<file path="config.mk">
export PLATFORM = sky130hd
export DESIGN_NAME = cartridge_bank_mapper
export DESIGN_NICKNAME = d
export VERILOG_FILES = /design/src/hw/rtl/cbm_pkg.sv /design/src/hw/rtl/cbm_front.sv /design/src/hw/rtl/cbm_back.sv /design/src/hw/rtl/cartridge_bank_mapper.sv
export SDC_FILE = /design/constraint.sdc
export NUM_CORES = 1
export LEC_CHECK = 0
export BUFFER_PORTS_ARGS = -buffer_cell sky130_fd_sc_hd__buf_2
export CORE_ASPECT_RATIO = 1.2
export CORE_MARGIN = 2
export CORE_UTILIZATION = 40
export CTS_CLUSTER_DIAMETER = 80
export DETAILED_ROUTE_END_ITERATION = 6
export PLACE_DENSITY = 0.63
export SLEW_MARGIN = 20
export SYNTH_ARGS = -nofsm -noshare
export SYNTH_HDL_FRONTEND = slang
export SYNTH_SLANG_ARGS = --single-unit
</file>
<file path="constraint.sdc">
create_clock -name clk -period 3.9 [get_ports clk]
set_input_delay 0.585 -clock clk [delete_from_list [all_inputs] [get_ports clk]]
set_output_delay 0.585 -clock clk [all_outputs]
set_load 0.05 [all_outputs]
</file>
<file path="src/hw/rtl/cbm_pkg.sv">
// Package for the cartridge bank mapper: payload types, kind codes, constants.
// No dependencies.
package cbm_pkg;

	localparam int ImagePages = 256;
	localparam int PageW = 8;
	localparam logic [8:0] OssOff = 9'h100;

	localparam logic [1:0] RegKind  = 2'd0;
	localparam logic [1:0] RegOlder = 2'd1;
	localparam logic [1:0] RegBasic = 2'd2;

	localparam logic [5:0] K_STD_8 = 6'd1, K_STD_16 = 6'd2, K_OSS_16 = 6'd3,
		K_DB_32 = 6'd5, K_WILL_64 = 6'd8, K_EXP_64 = 6'd9, K_DIAMOND_64 = 6'd10,
		K_SDX_64 = 6'd11, K_XEGS_32 = 6'd12, K_XEGS_64 = 6'd13, K_XEGS_128 = 6'd14,
		K_OSS2_16 = 6'd15, K_ATRAX_128 = 6'd17, K_BBSB_40 = 6'd18,
		K_RIGHT_8 = 6'd21, K_WILL_32 = 6'd22, K_XEGS_256 = 6'd23,
		K_XEGS_512 = 6'd24, K_XEGS_1024 = 6'd25, K_MEGA_16 = 6'd26,
		K_MEGA_1024 = 6'd32, K_SWXEGS_32 = 6'd33, K_SWXEGS_64 = 6'd34,
		K_SWXEGS_128 = 6'd35, K_SWXEGS_256 = 6'd36, K_SWXEGS_512 = 6'd37,
		K_SWXEGS_1024 = 6'd38, K_PHOENIX_8 = 6'd39, K_BLIZZARD_16 = 6'd40,
		K_ATMAX_128 = 6'd41, K_ATMAX_1024 = 6'd42, K_SDX_128 = 6'd43;

	typedef struct packed {
		logic       req_type;
		logic [7:0] page_offset;
		logic [7:0] write_value;
	} in_item_t;

	typedef struct packed {
		logic       [7:0] read_value;
		logic             low_window_on;
		logic             high_window_on;
		logic             high_from_basic;
		logic [PageW-1:0] page_at_8000;
		logic [PageW-1:0] page_at_9000;
		logic [PageW-1:0] page_at_a000;
		logic [PageW-1:0] page_at_b000;
	} out_item_t;

	// mapping state
	typedef struct packed {
		logic [8:0] bank;
		logic [7:0] p0, p1, p2, p3;
		logic       lo_en, hi_en, basic;
	} map_t;

	// classified access handed from front to back
	typedef struct packed {
		logic       is_write;
		logic [7:0] addr;
		logic [7:0] data;
	} op_t;

	// page index wrapped to the image size (a power of two)
	function automatic logic [7:0] pg(input logic [8:0] v);
		return v[7:0] & 8'(ImagePages - 1);
	endfunction

endpackage

</file>
<file path="src/hw/rtl/cbm_front.sv">
// Front: accepts items into a two-entry queue.
// Depends on cbm_pkg.
module cbm_front import cbm_pkg::*; (
	input  logic     clk,
	input  logic     arst_n,
	input  logic     in_valid,
	output logic     in_ready,
	input  in_item_t in_data,
	output logic     op_valid,
	input  logic     op_ready,
	output op_t      op
);
	op_t        fifo_q [2];
	logic       wp_q, rp_q;
	logic [1:0] cnt_q;
	logic       push, pop;

	assign in_ready = cnt_q != 2'd2;
	assign op_valid = cnt_q != 2'd0;
	assign op = fifo_q[rp_q];
	assign push = in_valid && in_ready;
	assign pop = op_valid && op_ready;

	always_ff @(posedge clk) begin
		if (push) begin
			fifo_q[wp_q] <= '{in_data.req_type, in_data.page_offset, in_data.write_value};
		end
	end

	always_ff @(posedge clk or negedge arst_n) begin
		if (!arst_n) begin
			wp_q <= 1'b0;
			rp_q <= 1'b0;
			cnt_q <= 2'd0;
		end else begin
			if (push) wp_q <= ~wp_q;
			if (pop) rp_q <= ~rp_q;
			cnt_q <= cnt_q + 2'(push) - 2'(pop);
		end
	end
endmodule

</file>
<file path="src/hw/rtl/cbm_back.sv">
// Back: applies the cartridge kind's banking rule and holds the mapping.
// Depends on cbm_pkg.
module cbm_back import cbm_pkg::*; (
	input  logic      clk,
	input  logic      arst_n,
	input  logic      op_valid,
	output logic      op_ready,
	input  op_t       op,
	input  logic      kind_wr,
	input  logic [5:0] kind,
	input  logic [5:0] kind_new,
	input  logic      older,
	input  logic      basic_wanted,
	output logic      out_valid,
	input  logic      out_ready,
	output out_item_t out_data
);
	map_t m_q, nx, st;
	logic out_valid_q;
	out_item_t out_q;

	function automatic map_t hi8(input map_t s, input logic [7:0] k);
		map_t r = s;
		r.p2 = {k[6:0], 1'b0};
		r.p3 = {k[6:0], 1'b1};
		r.hi_en = 1'b1;
		return r;
	endfunction

	function automatic map_t lo8(input map_t s, input logic [7:0] k);
		map_t r = s;
		r.p0 = {k[6:0], 1'b0};
		r.p1 = {k[6:0], 1'b1};
		r.lo_en = 1'b1;
		return r;
	endfunction

	function automatic map_t m16(input map_t s, input logic [7:0] k);
		map_t r = s;
		r.p0 = {k[5:0], 2'd0};
		r.p1 = {k[5:0], 2'd1};
		r.p2 = {k[5:0], 2'd2};
		r.p3 = {k[5:0], 2'd3};
		r.lo_en = 1'b1;
		r.hi_en = 1'b1;
		return r;
	endfunction

	function automatic map_t xegs(input map_t s, input logic [7:0] b, input logic [7:0] last);
		map_t r = s;
		if (b[7]) begin
			r.lo_en = 1'b0;
			r.hi_en = 1'b0;
		end else begin
			r = hi8(lo8(r, {1'b0, b[6:0]}), last);
		end
		r.bank = {1'b0, b};
		return r;
	endfunction

	function automatic map_t oss(input map_t s, input logic [8:0] b, input logic [7:0] fx);
		map_t r = s;
		if (b == OssOff) begin
			r.hi_en = 1'b0;
		end else begin
			r.p2 = b[7:0];
			r.p3 = fx;
			r.hi_en = 1'b1;
		end
		r.bank = b;
		return r;
	endfunction

	function automatic map_t a0bf(input map_t s, input logic [7:0] b, input logic [7:0] n);
		map_t r = s;
		if ((b & n) != 8'd0) r.hi_en = 1'b0;
		else r = hi8(r, b & (n - 8'd1));
		r.bank = {1'b0, b};
		return r;
	endfunction

	// start mapping of a kind
	always_comb begin
		st = '0;
		case (kind_new)
			K_STD_8, K_PHOENIX_8, K_WILL_64, K_EXP_64, K_DIAMOND_64, K_SDX_64,
			K_WILL_32, K_SDX_128, K_ATRAX_128, K_ATMAX_128: st = hi8(st, 8'd0);
			K_STD_16, K_BLIZZARD_16: st = m16(st, 8'd0);
			K_OSS_16: begin
				st.p3 = 8'd3;
				st.hi_en = 1'b1;
			end
			K_DB_32, K_XEGS_32, K_SWXEGS_32: st = xegs(st, 8'd0, 8'h03);
			K_XEGS_64, K_SWXEGS_64: st = xegs(st, 8'd0, 8'h07);
			K_XEGS_128, K_SWXEGS_128: st = xegs(st, 8'd0, 8'h0f);
			K_XEGS_256, K_SWXEGS_256: st = xegs(st, 8'd0, 8'h1f);
			K_XEGS_512, K_SWXEGS_512: st = xegs(st, 8'd0, 8'h3f);
			K_XEGS_1024, K_SWXEGS_1024: st = xegs(st, 8'd0, 8'h7f);
			K_OSS2_16: begin
				st.p2 = 8'd1;
				st.hi_en = 1'b1;
			end
			K_BBSB_40: begin
				st.p1 = 8'd4;
				st.lo_en = 1'b1;
				st = hi8(st, 8'd4);
			end
			K_RIGHT_8: begin
				if (older) begin
					st = lo8(st, 8'd0);
					if (basic_wanted) begin
						st.hi_en = 1'b1;
						st.basic = 1'b1;
					end
				end
			end
			K_ATMAX_1024: begin
				st = hi8(st, 8'h7f);
				st.bank = 9'h07f;
			end
			default: begin
				if (kind_new >= K_MEGA_16 && kind_new <= K_MEGA_1024) begin
					st = m16(st, 8'd0);
				end else if (older && basic_wanted) begin
					st.hi_en = 1'b1;
					st.basic = 1'b1;
				end
			end
		endcase
	end

	// access rule
	always_comb begin
		logic [7:0] a, v, mm;
		logic [8:0] b;
		logic [3:0] t;
		a = op.addr;
		v = op.data;
		b = m_q.bank;
		nx = m_q;
		mm = 8'd0;
		t = 4'd0;
		if (op.is_write && kind >= K_MEGA_16 && kind <= K_MEGA_1024) begin
			mm = 8'h80 | ((8'd1 << (kind - K_MEGA_16)) - 8'd1);
			mm = v & mm;
			if (mm[7]) begin
				nx.lo_en = 1'b0;
				nx.hi_en = 1'b0;
			end else begin
				nx = m16(nx, {1'b0, mm[6:0]});
			end
			nx.bank = {1'b0, mm};
		end else if (op.is_write && kind == K_XEGS_32) nx = xegs(nx, v & 8'h03, 8'h03);
		else if (op.is_write && kind == K_XEGS_64) nx = xegs(nx, v & 8'h07, 8'h07);
		else if (op.is_write && kind == K_XEGS_128) nx = xegs(nx, v & 8'h0f, 8'h0f);
		else if (op.is_write && kind == K_XEGS_256) nx = xegs(nx, v & 8'h1f, 8'h1f);
		else if (op.is_write && kind == K_XEGS_512) nx = xegs(nx, v & 8'h3f, 8'h3f);
		else if (op.is_write && kind == K_XEGS_1024) nx = xegs(nx, v & 8'h7f, 8'h7f);
		else if (op.is_write && kind == K_ATRAX_128) nx = a0bf(nx, v & 8'h8f, 8'h80);
		else if (op.is_write && kind == K_SWXEGS_32) nx = xegs(nx, v & 8'h83, 8'h03);
		else if (op.is_write && kind == K_SWXEGS_64) nx = xegs(nx, v & 8'h87, 8'h07);
		else if (op.is_write && kind == K_SWXEGS_128) nx = xegs(nx, v & 8'h8f, 8'h0f);
		else if (op.is_write && kind == K_SWXEGS_256) nx = xegs(nx, v & 8'h9f, 8'h1f);
		else if (op.is_write && kind == K_SWXEGS_512) nx = xegs(nx, v & 8'hbf, 8'h3f);
		else if (op.is_write && kind == K_SWXEGS_1024) nx = xegs(nx, v, 8'h7f);
		else begin
			case (kind)
				K_OSS_16: begin
					if (a[3]) b = OssOff;
					else begin
						case (a[2:0])
							3'd0, 3'd1: b = 9'd0;
							3'd3, 3'd7: b = 9'd1;
							3'd4, 3'd5: b = 9'd2;
							default: b = b;
						endcase
					end
					nx = oss(nx, b, 8'd3);
				end
				K_DB_32: nx = xegs(nx, a & 8'h03, 8'h03);
				K_WILL_64: nx = a0bf(nx, a, 8'h08);
				K_WILL_32: nx = a0bf(nx, a & 8'h0b, 8'h08);
				K_EXP_64: if (a[7:4] == 4'h7) nx = a0bf(nx, a ^ 8'h07, 8'h08);
				K_DIAMOND_64: if (a[7:4] == 4'hd) nx = a0bf(nx, a ^ 8'h07, 8'h08);
				K_SDX_64: if (a[7:4] == 4'he) nx = a0bf(nx, a ^ 8'h07, 8'h08);
				K_SDX_128: begin
					if (a[7:5] == 3'b111) begin
						if (a[3]) nx.hi_en = 1'b0;
						else begin
							t = ({1'b0, a[2:0]} + {a[4], 3'd0}) ^ 4'hf;
							nx = hi8(nx, {4'd0, t});
						end
						nx.bank = {1'b0, a};
					end
				end
				K_OSS2_16: begin
					case ({a[3], a[0]})
						2'b00: b = 9'd1;
						2'b01: b = 9'd3;
						2'b10: b = OssOff;
						default: b = 9'd2;
					endcase
					nx = oss(nx, b, 8'd0);
				end
				K_PHOENIX_8: nx.hi_en = 1'b0;
				K_BLIZZARD_16: begin
					nx.lo_en = 1'b0;
					nx.hi_en = 1'b0;
				end
				K_ATMAX_128: if (a[7:5] == 3'd0) nx = a0bf(nx, a, 8'h10);
				K_ATMAX_1024: nx = a0bf(nx, a, 8'h80);
				default: nx = m_q;
			endcase
		end
	end

	assign op_ready = !out_valid_q || out_ready;
	assign out_valid = out_valid_q;
	assign out_data = out_q;

	always_ff @(posedge clk or negedge arst_n) begin
		if (!arst_n) begin
			m_q <= '0;
			out_valid_q <= 1'b0;
		end else begin
			if (kind_wr) m_q <= st;
			else if (op_valid && op_ready) m_q <= nx;
			if (op_ready) out_valid_q <= op_valid;
		end
	end

	always_ff @(posedge clk) begin
		if (op_valid && op_ready) begin
			out_q.read_value <= op.is_write ? 8'd0 : 8'hff;
			out_q.low_window_on <= nx.lo_en;
			out_q.high_window_on <= nx.hi_en;
			out_q.high_from_basic <= nx.basic;
			out_q.page_at_8000 <= pg({1'b0, nx.p0});
			out_q.page_at_9000 <= pg({1'b0, nx.p1});
			out_q.page_at_a000 <= pg({1'b0, nx.p2});
			out_q.page_at_b000 <= pg({1'b0, nx.p3});
		end
	end
endmodule

</file>
<file path="src/hw/rtl/cartridge_bank_mapper.sv">
// Top level of the cartridge bank mapper: config registers, front queue, back.
// Depends on cbm_pkg, cbm_front, cbm_back.
//
//  channel | signals                               | accepted when
//  in      | in_valid, in_ready, in_data           | in_valid && in_ready
//  out     | out_valid, out_ready, out_data        | out_valid && out_ready
//  config  | psel penable pwrite paddr pwdata      | psel&penable&pwrite
//
// One item per cycle sustained while the receiver takes results; an item
// enters the queue when accepted and is then decoded into the output
// register, where its result is shown until the receiver takes it.
// Reset zeroes the mapping and config registers: the empty-slot mapping.
// A full output register stalls the back; the two-entry queue keeps the
// front accepting meanwhile, until it fills.
module cartridge_bank_mapper import cbm_pkg::*; (
	input  logic        clk,
	input  logic        arst_n,
	input  logic        in_valid,
	output logic        in_ready,
	input  in_item_t    in_data,
	output logic        out_valid,
	input  logic        out_ready,
	output out_item_t   out_data,
	input  logic        psel,
	input  logic        penable,
	input  logic        pwrite,
	input  logic [3:0]  paddr,
	input  logic [31:0] pwdata,
	output logic [31:0] prdata,
	output logic        pready
);
	logic [5:0] kind_q;
	logic       older_q, basic_q;
	logic       wr, kind_wr;
	logic       op_valid, op_ready;
	op_t        op;

	assign pready = 1'b1;
	assign wr = psel && penable && pwrite;
	assign kind_wr = wr && paddr[3:2] == RegKind && paddr[1:0] == 2'd0;

	always_ff @(posedge clk or negedge arst_n) begin
		if (!arst_n) begin
			kind_q <= 6'd0;
			older_q <= 1'b0;
			basic_q <= 1'b0;
		end else if (wr && paddr[1:0] == 2'd0) begin
			case (paddr[3:2])
				RegKind: kind_q <= pwdata[5:0];
				RegOlder: older_q <= pwdata[0];
				RegBasic: basic_q <= pwdata[0];
				default: kind_q <= kind_q;
			endcase
		end
	end

	always_comb begin
		case (paddr[3:2])
			RegKind: prdata = {26'd0, kind_q};
			RegOlder: prdata = {31'd0, older_q};
			RegBasic: prdata = {31'd0, basic_q};
			default: prdata = 32'd0;
		endcase
	end

	cbm_front u_front (
		.clk, .arst_n, .in_valid, .in_ready, .in_data,
		.op_valid, .op_ready, .op
	);

	cbm_back u_back (
		.clk, .arst_n, .op_valid, .op_ready, .op,
		.kind_wr, .kind(kind_q), .kind_new(pwdata[5:0]),
		.older(older_q), .basic_wanted(basic_q),
		.out_valid, .out_ready, .out_data
	);
endmodule

</file>
==> metrics.md, run 1 <==
| Metric | Value |
|---|---|
| Status | `complete, no violations` |
| Seq cells post-synth | `127` |
| Fin Setup TNS | `0 ns` |
| Crit path capture type | `flip-flop` |
| Total CTS buffers | `17` |
| Layout cells sized above 1 | `18.56%` |
| Final min period | `3.671 ns` |
| Final setup vio count | `0` |
| CP bufs+invs | `1` |
| Clock buffer depth | `2` |
| Synthesized instance count | `around 1200` |
| Top_reg_cell synth | `edfxtp_1` |
| Port Buffers | `84` |
| DR WL/cell | `25.30 um` |
| Reg-to-Reg End | `u_back.m_q[31]$_DFFE_PN0N_` |
| CP arrival | `4.05 ns` |
| Clk pin slew, worst setup/hold paths | `0.07 ns` |
| R2R cell count | `12` |
| Slowest library cell on the worst path | `nor3_1` |
| Fin crit share | `between 90 and 100%` |
| CTS tree | `done` |
| LEAKAGE | `around 0.0046 uW` |
| Crit path max fanout | `7` |
| P per Cell Area | `752.4 nW/um2` |
| Reg-to-reg slack, setup | `0.23 ns` |
| Worst r2r src | `kind_q[2]$_DFFE_PN0P_` |
| Slew HR | `around 34%` |
| Clock sinks | `127` |
| WS Path Type | `flip-flop to flip-flop` |
| Initial DRC Count | `1155` |
| Routed Antenna Nets | `0` |
| Cell row count | `62` |
| GR Overflow Total | `0` |
| RSZ-0062 raised after global routing | `false` |
| Clk root buf | `clkbuf_16` |
| Drt pass-1 iters | `7` |
| Placeable Area | `roughly 24000 um2` |
| WP depth | `12` |
| H-tree depth | `4` |
| Area delta synth->final | `16.97%` |
| Total GRT Usage | `31.34%` |
| First-pass GRT wire length | `59.24 mm` |
| # DRC | `0` |
| Initial antenna violation count | `0` |
| CP max stage delay | `0.77 ns` |
| Peak supply drop | `0.3745 mV` |
| Worst setup SP type | `flip-flop` |
| Initial Util | `40.41%` |
| Maximum clock rate | `0.2724 GHz` |
| Nets | `1334` |
| MaxCap Viol Count | `0` |
| Ys Warns | `0` |
| # IOs | `roughly 140` |
| Mean post-synth cell area | `a little over 8 um2` |
| Ant. Diodes | `0` |
| Area after DPL | `~11000 um2` |
| Post-synthesis sequential area ratio | `36.78%` |
| Hold WC Path Type | `input port to asynchronous set/reset pin` |
| Skew final | `0.01469 ns` |
| Crit path required time | `4.28 ns` |
| Final instance area | `11220 um2` |
| Worst path cell trace | `clkinv_1 -> ha_1 -> or4b_1 -> a21oi_1 -> or2_2 -> nand3_1 -> ha_1 -> xor2_1 -> nor3_1 -> a21oi_1 -> o221ai_1 -> o21a_1` |
| Post-DP HPWL | `30.88 mm` |
| Netlist cell types | `87` |
| Die X-Extent | `145.4 um` |
| Via/cell ratio | `6.409` |
| Final hold viol count | `0` |
| Final GP Congestion | `1.055` |
| Die Y | `173.6 um` |
| Synth Cell Area | `between 9000 and 10000 um2` |
| Die area | `25240 um2` |
| Final wirelength | `40.53 mm` |
| Post-synth EDFFs | `70` |
| Largest net degree at the start of global routing | `45` |
| Clock latency on the worst-skew pair | `0.44 ns` |
| Cell family with most CP delay | `simple AND/OR/NAND/NOR gates` |
| Vias in the first global route | `9424` |
| Hold buffers post-CTS | `0` |
| Worst slew pin tran | `slightly below 1 ns` |
| Via Count | `10270` |
| Max-slew violation count | `0` |
| Asr flop ratio synth | `between 40 and 50%` |
per-layer routing:
layer  part of all wire [%]  vias up  track usage [%]  wire length, um
li1                       -     4546                -                -
met1                     38     4914            37.73            15380
met2                     46      648            50.63            18700
met3                    8.4      159            6.368             3424
met4                    7.5        0            21.20             3028
met5                      0        -                0                0
logic make-up after synthesis:
logic type      after synthesis  share of synthesized area (%)
simple gates                445                          22.47
compound gates              414                          28.63
flops                       127                          36.78
mux                          36                          4.004
buf+inv                     130                          6.730
other cells                   2                        0.07829
fa+ha+maj                     6                         0.7565
xor+xnor                      6                         0.5478
worst max path at each step:
| stage | from | endpoint | slack [ns] |
|---|---|---|---|
| after CTS | kind_q[2]$_DFFE_PN0P_ | u_back.m_q[25]$_DFFE_PN0N_ | 0.26 |
| after floorplan | kind_q[1]$_DFFE_PN0P_ | u_back.m_q[17]$_DFFE_PN0N_ | 0.06 |
| final | kind_q[2]$_DFFE_PN0P_ | u_back.m_q[31]$_DFFE_PN0N_ | 0.23 |
| after global routing | kind_q[2]$_DFFE_PN0P_ | u_back.m_q[23]$_DFFE_PN0N_ | 0.04 |
| after detailed placement | kind_q[2]$_DFFE_PN0P_ | u_back.m_q[25]$_DFFE_PN0N_ | 0.31 |
| after global placement | kind_q[2]$_DFFE_PN0P_ | u_back.m_q[25]$_DFFE_PN0N_ | 0.36 |
sequential cells by signal (all words and copies together), names as in the netlist:
name / flops
basic_q: 1
kind_q: 6
older_q: 1
u_back.m_q: 44
u_back.out_data: 36
u_back.out_valid: 1
u_front.cnt_q: 2
u_front.fifo_q: 34
u_front.rp_q: 1
u_front.wp_q: 1
worst reg2reg max path: stages (launching register included):
cell      delay, ns
dfrtp_1        0.35
clkinv_1       0.08
ha_1           0.22
or4b_1         0.48
a21oi_1        0.32
or2_2          0.22
nand3_1        0.11
ha_1           0.29
xor2_1         0.23
nor3_1         0.77
a21oi_1        0.08
o221ai_1       0.27
o21a_1         0.17
cell usage after synthesis, types with 7 or more instances:
master    number  area (um2)
a21oi_1      104       520.5
a21o_1        11       82.58
nand2b_1      21       131.4
o22ai_1       13       81.33
inv_1         19       71.32
o211ai_1      15       112.6
a31oi_1       18       112.6
nand3_1       30       150.1
buf_4         34       255.2
nand4_1       10       62.56
o21a_1        10       75.07
dfrtp_1       57        1426
nor3_1        39       195.2
nand2_1      135       506.7
o32ai_1        8       70.07
nor2_1       121       454.2
nor2b_1       16       100.1
a211o_1        8       70.07
and3_1        15       93.84
and2_1        10       62.56
mux2i_1       19       190.2
a22oi_1        7       52.55
or3_1          8       50.05
edfxtp_1      70        2102
mux2_2        16       180.2
o31ai_1       12       90.09
buf_2         12       60.06
o21ai_0       99       495.5
a211oi_1      12       90.09
clkbuf_1      56       210.2
placed cells by master (no fill, tap or decap), drive strengths merged, types with 8 or more instances in the layout:
| cell | count |
|---|---|
| conb | 27 |
| inv | 20 |
| nor2 | 121 |
| o31ai | 12 |
| mux2 | 16 |
| o32ai | 8 |
| dfrtp | 57 |
| o22ai | 13 |
| edfxtp | 70 |
| clkinv | 9 |
| nor3 | 40 |
| nand2 | 135 |
| clkbuf | 20 |
| nand2b | 21 |
| mux2i | 20 |
| nand4 | 10 |
| and3 | 15 |
| a21oi | 104 |
| or3 | 8 |
| a31oi | 18 |
| buf | 168 |
| a21o | 11 |
| and2 | 10 |
| o21ai | 102 |
| nor2b | 16 |
| nand3 | 30 |
| a211o | 8 |
| o21a | 10 |
| a211oi | 12 |
| o211ai | 15 |
final cells by class:
| cell class | instances | area [um2] |
|---|---|---|
| clock buffer | 20 | 457.9 |
| tap | 320 | 400.4 |
| multi-input combinational | 934 | 5529 |
| inverter | 21 | 78.83 |
| clock inverter | 12 | 160.2 |
| sequential | 127 | 3528 |
| timing repair buffer | 168 | 1066 |
| fill | 2322 | 12520 |
timing repair:
item                                   4_1_cts  5_1_grt
endpoints found under the hold margin        0        0
setup endpoints to repair                    0        1
gates resized for setup                      0        1
setup buffers                                0        0
power breakdown:
part,internal [uW],switching [uW]
logic,1330,3020
registers,2030,366
clock network,1050,658
stage by stage:
stage          worst slack [ns]  hold slack (ns)  util, %  total power (uW)  std cells
4_1_cts                  0.2622           0.3257    47.24              8368       1602
6_report                 0.2287           0.1476    47.27              8442       1602
5_1_grt                 0.04386           0.1819    47.27              8806       1602
3_3_place_gp             0.3641           0.4415    44.63              6611       1570
2_1_floorplan           0.05513           0.2894        -              5366       1191
3_5_place_dp             0.3110           0.4420    44.63              6652       1570
(Power assumes the default switching activity.)
==> run 2: changes to the inputs <==
Settings changed: ABC_AREA set to 1, CORE_UTILIZATION 40 to 25, PLACE_DENSITY 0.63 to 0.45.
==> run 2 against run 1 <==
  * Critical endpoint unchanged
  * Largest cell class unchanged
  * Synthesized area rose by 2.2%
  * Highest routed layer is now met5
  * Final area rose by 1.7%
  * Worst hold slack improved by 0.15 ns
==> metrics.md, run 2 <==
| Metric | Value |
|---|---|
| Status | `complete, no violations` |
| Worst path cell trace | `inv_2 -> ha_1 -> inv_1 -> nand3_1 -> nand2_1 -> nand3_1 -> nor2_2 -> nand2_1 -> ha_1 -> xor2_1 -> nor2_1 -> inv_1 -> nand2_1 -> inv_1 -> a22oi_1 -> nand2_1 -> nand2_1` |
| Vias in the first global route | `10010` |
| Synth cell count leaders | `nand2_1, nor2_1, inv_1` |
| Ys Warns | `0` |
| Clk root buf | `clkbuf_16` |
| GR Overflow Total | `0` |
| Post-CTS Setup Bufs | `0` |
| MaxCap Viol Count | `0` |
| Cell family with most CP delay | `simple AND/OR/NAND/NOR gates` |
| Area delta synth->final | `16.46%` |
| Resized Gates After CTS | `0` |
| CP bufs+invs | `4` |
| Top cells by area, synth | `edfxtp_1, nand2_1, dfrtp_1, nor2_1, inv_1` |
| Post-synthesis sequential area ratio | `36.00%` |
| Final GP Congestion | `just under 1` |
| Die Y | `between 200 and 250 um` |
| RSZ-0062 raised after global routing | `false` |
| Crit path max fanout | `8` |
| WS Path Type | `flip-flop to flip-flop` |
| Seq cells post-synth | `127` |
| Slowest library cell on the worst path | `dfrtp_1` |
| CTS tree | `done` |
| PnR Total Power | `8526 uW` |
| Via/cell ratio | `4.930` |
| Die X-Extent | `184.7 um` |
| # DRC | `0` |
| DR WL/cell | `20.35 um` |
| Max FFs per register | `44` |
| Count leader, synth | `nand2_1` |
| CP max stage delay | `0.48 ns` |
| Final wirelength | `42.69 mm` |
| Peak supply drop | `~0.64 mV` |
| Maximum clock rate | `0.3103 GHz` |
| Total GRT Usage | `around a fifth` |
| Largest area contributor in the netlist | `edfxtp_1` |
| Fin crit share | `82.64%` |
| Hold WC Path Type | `input port to asynchronous set/reset pin` |
| Post-synth top area share | `a little over a fifth` |
| Synth Cell Area | `9801 um2` |
| Mean post-synth cell area | `6.681 um2` |
| Final hold viol count | `0` |
| Worst setup SP type | `flip-flop` |
| Routed Antenna Nets | `0` |
| First-pass GRT wire length | `64.65 mm` |
| CP arrival | `3.61 ns` |
| Nets | `1625` |
| Via Count | `10340` |
| Initial antenna violation count | `1` |
| Layout cells sized above 1 | `approximately 15%` |
| LEAKAGE | `0.005591 uW` |
| Top_reg_cell synth | `edfxtp_1` |
| Skew final | `between 0.006 and 0.007 ns` |
| Clk pin slew, worst setup/hold paths | `0.06 ns` |
| Final min period | `3.223 ns` |
| Fin Setup TNS | `0 ns` |
| Clock buffer depth | `2` |
| Reg with most FFs | `u_back.m_q` |
| Initial DRC Count | `832` |
| Synthesized instance count | `1467` |
| Total CTS buffers | `17` |
| Largest net degree at the start of global routing | `58` |
| Max-slew violation count | `0` |
| Post-synth EDFFs | `70` |
| Clock latency on the worst-skew pair | `0.45 ns` |
| Cell row count | `79` |
| Crit path required time | `between 4 and 5 ns` |
| Clock sinks | `127` |
| H-tree depth | `4` |
| Port Buffers | `84` |
| Die area | `40810 um2` |
| Most frequent cells in the layout | `nand2_1, nor2_1, inv_1` |
| Worst slew pin tran | `0.9230 ns` |
| # IOs | `138` |
| Final setup vio count | `0` |
| Asr flop ratio synth | `44.88%` |
| Placeable Area | `38750 um2` |
| P per Cell Area | `~750 nW/um2` |
| Slew HR | `37.94%` |
| Drt pass-1 iters | `6` |
| Initial Util | `25.29%` |
| Netlist cell types | `56` |
| Top cell by count, worst path | `nand2_1` |
| Crit path capture type | `flip-flop` |
| Ant. Diodes | `0` |
| Post-DP HPWL | `33.85 mm` |
| Hold buffers post-CTS | `0` |
| Most common cell after layout, fill and taps aside | `nand2_1` |
run 2: cell types whose count changed after synthesis, moves of 21 or more:
cell	previous run	this run
inv_2	0	23
clkbuf_1	56	14
nor2_1	121	176
nand2b_1	21	0
nand2_1	135	408
a21oi_1	104	79
inv_1	19	168
nand3_1	30	78
run 2: logic make-up after synthesis:
| family | after synthesis | synth area share, % |
|---|---|---|
| XOR/XNOR | 5 | 0.4468 |
| AO/OA/AOI/OAI | 287 | 16.89 |
| buffers and inverters | 265 | 11.97 |
| other | 2 | 0.07663 |
| multiplexers | 4 | 0.4085 |
| AND/OR/NAND/NOR | 772 | 33.56 |
| flip-flops | 127 | 36.00 |
| adder cells (fa/ha/maj) | 5 | 0.6383 |
run 2: stage by stage:
stage               hold slack [ns]  setup slack [ns]  utilization, %  instances  cell area (um2)
finish                       0.2960            0.6772           29.46       2098            11410
global route                 0.3083            0.4563           29.46       2098            11410
CTS                          0.3003            0.7418           29.46       2098            11410
detailed placement           0.4469            0.7500           27.90       2067            10810
global placement             0.4419            0.7838           27.90       2067            10810
floorplan                    0.2894            0.1303               -       1492             9894
run 2: power breakdown:
part / internal, uW / total, uW / leakage, uW / switching (uW)
logic: 1060 / 4520 / 0.00394 / 3460
clock network: 1020 / 1670 / 0.000280 / 648
registers: 2030 / 2340 / 0.00137 / 312
run 2: layout make-up:
| cell class | instances | area, um2 |
|---|---|---|
| clock inverter | 13 | 162.7 |
| timing repair buffer | 120 | 690.7 |
| sequential | 127 | 3528 |
| inverter | 194 | 730.7 |
| fill | 4382 | 27330 |
| multi-input combinational | 1100 | 5204 |
| tap | 526 | 658.1 |
| clock buffer | 18 | 439.2 |
run 2: routing by layer:
layer / track usage (%) / wire (um)
met5: 0 / 16
met4: 11.98 / 2310
met3: 2.930 / 2101
met2: 34.77 / 20130
met1: 27.20 / 18130
run 2: final timing paths:
| kind | startpoint | endpoint | slack (ns) | cells after the start |
|---|---|---|---|---|
| max in group asynchronous | arst_n | u_front.rp_q$_DFFE_PN0P_ | 2.96 | 2 |
| min reg2reg | u_back.m_q[0]$_DFFE_PN0P_ | u_back.out_data[32]$_DFFE_PP_ | 0.46 | 0 |
| min in group clk | in_data[6] | u_front.fifo_q[0][6]$_DFFE_PP_ | 0.33 | 1 |
| max reg2reg | kind_q[1]$_DFFE_PN0P_ | u_back.m_q[31]$_DFFE_PN0N_ | 0.68 | 17 |
| max | kind_q[1]$_DFFE_PN0P_ | u_back.m_q[31]$_DFFE_PN0N_ | 0.68 | 17 |
| min | arst_n | u_back.m_q[43]$_DFFE_PN0P_ | 0.30 | 2 |
run 2: worst reg2reg max path: stages (launching register included):
cell	delay, ns
dfrtp_1	0.48
inv_2	0.17
ha_1	0.24
inv_1	0.09
nand3_1	0.07
nand2_1	0.07
nand3_1	0.21
nor2_2	0.27
nand2_1	0.12
ha_1	0.26
xor2_1	0.20
nor2_1	0.39
inv_1	0.09
nand2_1	0.07
inv_1	0.05
a22oi_1	0.23
nand2_1	0.08
nand2_1	0.08
==> run 3: changes to the inputs <==
Settings changed: ABC_AREA 1 to 0.
Clock period 3.9 ns to 2.7 ns, I/O delays scaled along.
==> run 3 against run 2 <==
  * Critical endpoint is now u_back.out_data[7]$_DFFE_PP_
  * Cell count down 2.9%
  * Non-clock buffer count up 322
  * Global-route usage up 1.9 points
  * Sequential share of layout area down 7.5 points
  * Highest routed layer is now met4
  * Combinational power up 91%
  * The run now ends with negative setup slack left
  * Largest power group unchanged
==> metrics.md, run 3 (synthesized netlist as in run 1, its figures left out) <==
| Metric | Value |
|---|---|
| Maximum clock rate | `0.3281 GHz` |
| Area delta synth->final | `57.26%` |
| Worst path cell trace | `buf_6 -> mux2_4 -> nor4_4 -> o32ai_2 -> or4b_4 -> or3_4 -> a21o_1 -> a221o_1` |
| Worst slew pin tran | `0.8010 ns` |
| Initial antenna violation count | `1` |
| Final GP Congestion | `a little under 1` |
| # DRC | `0` |
| Slowest library cell on the worst path | `or4b_4` |
| Crit path capture type | `flip-flop` |
| Total CTS buffers | `17` |
| Peak supply drop | `approximately 0.41 mV` |
| Multi-input gate area | `around 6900 um2` |
| Reg with most FFs | `u_back.m_q` |
| WS Path Type | `flip-flop to flip-flop` |
| Clock buffer depth | `2` |
| Fin util | `39.84%` |
| DR WL/cell | `23.23 um` |
| Clock latency on the worst-skew pair | `0.43 ns` |
| Max FFs per register | `44` |
| Final wirelength | `around 47 mm` |
| RSZ-0062 raised after global routing | `true` |
| Reg-to-Reg End | `u_back.out_data[7]$_DFFE_PP_` |
| Hold WC Path Type | `input port to flip-flop` |
| MaxCap Viol Count | `0` |
| Reg-to-reg slack, setup | `-0.35 ns` |
| Final setup vio count | `45` |
| Fillcell total | `3864` |
| Skew final | `between 0.01 and 0.015 ns` |
| Post-DP HPWL | `between 30 and 40 mm` |
| Routed Antenna Nets | `0` |
| Initial Util | `25.33%` |
| LEAKAGE | `about 0.0063 uW` |
| Worst r2r src | `u_front.rp_q$_DFFE_PN0P_` |
| Most common cell after layout, fill and taps aside | `buf_4` |
| Final hold viol count | `0` |
| Clock share of power | `about 18%` |
| Cell family with most CP delay | `simple AND/OR/NAND/NOR gates` |
| Most frequent cells in the layout | `buf_4, nand2_1, nor2_1` |
| Crit path required time | `approximately 2.9 ns` |
| Pint | `7830 uW` |
| Die X-Extent | `between 150 and 200 um` |
| Die area | `about 40000 um2` |
| Reg power frac | `23.7%` |
| GR Overflow Total | `0` |
| Clk pin slew, worst setup/hold paths | `0.07 ns` |
| CP max stage delay | `0.55 ns` |
| Worst setup path startpoint | `u_front.rp_q$_DFFE_PN0P_` |
| H-tree depth | `4` |
| Slew HR | `a little under half` |
| Setup WS post-layout | `-0.3474 ns` |
| Final min period | `3.047 ns` |
| R2R cell count | `8` |
| Status | `finished, violations left` |
| CP bufs+invs | `1` |
| Fin cells | `2038` |
| Comb pwr share | `58.8%` |
| Crit path max fanout | `7` |
| Port Buffers | `84` |
| Total GRT Usage | `23.25%` |
| Largest net degree at the start of global routing | `58` |
| P per Cell Area | `971.0 nW/um2` |
| Die Y | `218.6 um` |
| Layout cells sized above 1 | `44.51%` |
| WP depth | `8` |
| Violated checks | `negative setup slack` |
| Cell row count | `78` |
| CP arrival | `3.22 ns` |
| Worst setup SP type | `flip-flop` |
| Initial DRC Count | `approximately 1100` |
| Sw frac | `46.54%` |
| CTS tree | `done` |
| Via/cell ratio | `between 5 and 6` |
| Dpl cells | `1958` |
| First-pass GRT wire length | `68.44 mm` |
| Clock sinks | `~130` |
| Vias in the first global route | `approximately 11000` |
| Max-slew violation count | `0` |
| Via Count | `11230` |
| Nets | `between 1500 and 2000` |
| Switch Pwr | `6818 uW` |
| # IOs | `between 100 and 150` |
| Clk root buf | `clkbuf_16` |
| Crit path capture | `u_back.out_data[7]$_DFFE_PP_` |
| Placeable Area | `37870 um2` |
| Register area | `3533 um2` |
| Drt pass-1 iters | `6` |
| Fin crit share | `112.9%` |
## run 3: changes by cell type in the layout (fill, tap and decap cells not counted), moves of 12 or more
cell | previous run | this run
o21ai_0 | 102 | 70
buf_6 | 0 | 41
nand2_1 | 408 | 127
nand2b_1 | 0 | 20
inv_2 | 23 | 2
a21oi_2 | 4 | 19
nor2_1 | 176 | 102
mux2_2 | 0 | 12
buf_4 | 36 | 305
inv_1 | 168 | 17
mux2i_1 | 4 | 16
nand3_1 | 78 | 24
## run 3: how the worst min path moves through the flow
| stage | startpoint | to | slack [ns] | cells past startpoint |
|---|---|---|---|---|
| 2_1_floorplan | arst_n | basic_q$_DFFE_PN0P_ | 0.11 | 0 |
| 6_report | in_data[3] | u_front.fifo_q[0][3]$_DFFE_PP_ | 0.15 | 1 |
| 4_1_cts | in_data[3] | u_front.fifo_q[1][3]$_DFFE_PP_ | 0.14 | 1 |
| 5_1_grt | in_data[4] | u_front.fifo_q[1][4]$_DFFE_PP_ | 0.15 | 1 |
| 3_5_place_dp | u_back.m_q[0]$_DFFE_PN0P_ | u_back.out_data[32]$_DFFE_PP_ | 0.44 | 0 |
| 3_3_place_gp | arst_n | u_front.cnt_q[0]$_DFF_PN0_ | 0.44 | 2 |
## run 3: repair_timing
item	CTS	global route
pin swaps	72	75
gates resized for setup	186	127
endpoints found under the setup margin	74	77
hold endpoints to repair	21	0
hold buffers	1	0
gates cloned	2	1
setup buffers	34	21
## run 3: power by group through the flow
| stage | Sequential, uW | Clock [uW] | Combinational, uW |
|---|---|---|---|
| global route | 3550 | 2680 | 9110 |
| CTS | 3450 | 2600 | 7990 |
| global placement | 3460 | 0 | 7270 |
| floorplan | 4200 | 0 | 3690 |
| detailed placement | 3460 | 0 | 7310 |
| finish | 3470 | 2560 | 8620 |
## run 3: final cells by class
cell class,count,share of cell area (%)
antenna,1,0.01659
clock buffer,19,2.870
clock inverter,13,1.252
inverter,21,0.5308
multi-input combinational,935,45.49
sequential,127,23.42
tap,480,3.981
timing repair buffer,442,22.44
## run 3: per-layer routing
layer | routed length, um | vias up | global-route usage (%)
met1 | 19460 | 5428 | 29.20
met5 | 0 | - | 0
met3 | 3097 | 125 | 3.566
li1 | - | 5117 | -
met2 | 22310 | 555 | 39.43
met4 | 2469 | 0 | 10.37
## run 3: worst reg2reg max path, stage by stage, from the launching register on
cell and delay, ns:
dfrtp_2 0.46, buf_6 0.14, mux2_4 0.31, nor4_4 0.27
o32ai_2 0.11, or4b_4 0.55, or3_4 0.45, a21o_1 0.21
a221o_1 0.29
## run 3: through the flow
step	cell area (um2)	setup TNS, ns	hold WS, ns	setup WS (ns)	total power (uW)
final	15090	-6.892	0.1544	-0.3474	14650
after global routing	15080	-12.03	0.1517	-0.4372	15340
after CTS	14400	-13.30	0.1443	-0.3768	14030
after detailed placement	12700	-16.95	0.4446	-0.4771	10770
after global placement	12700	-16.57	0.4414	-0.4254	10720
after floorplan	9891	-11.62	0.1094	-0.6304	7891
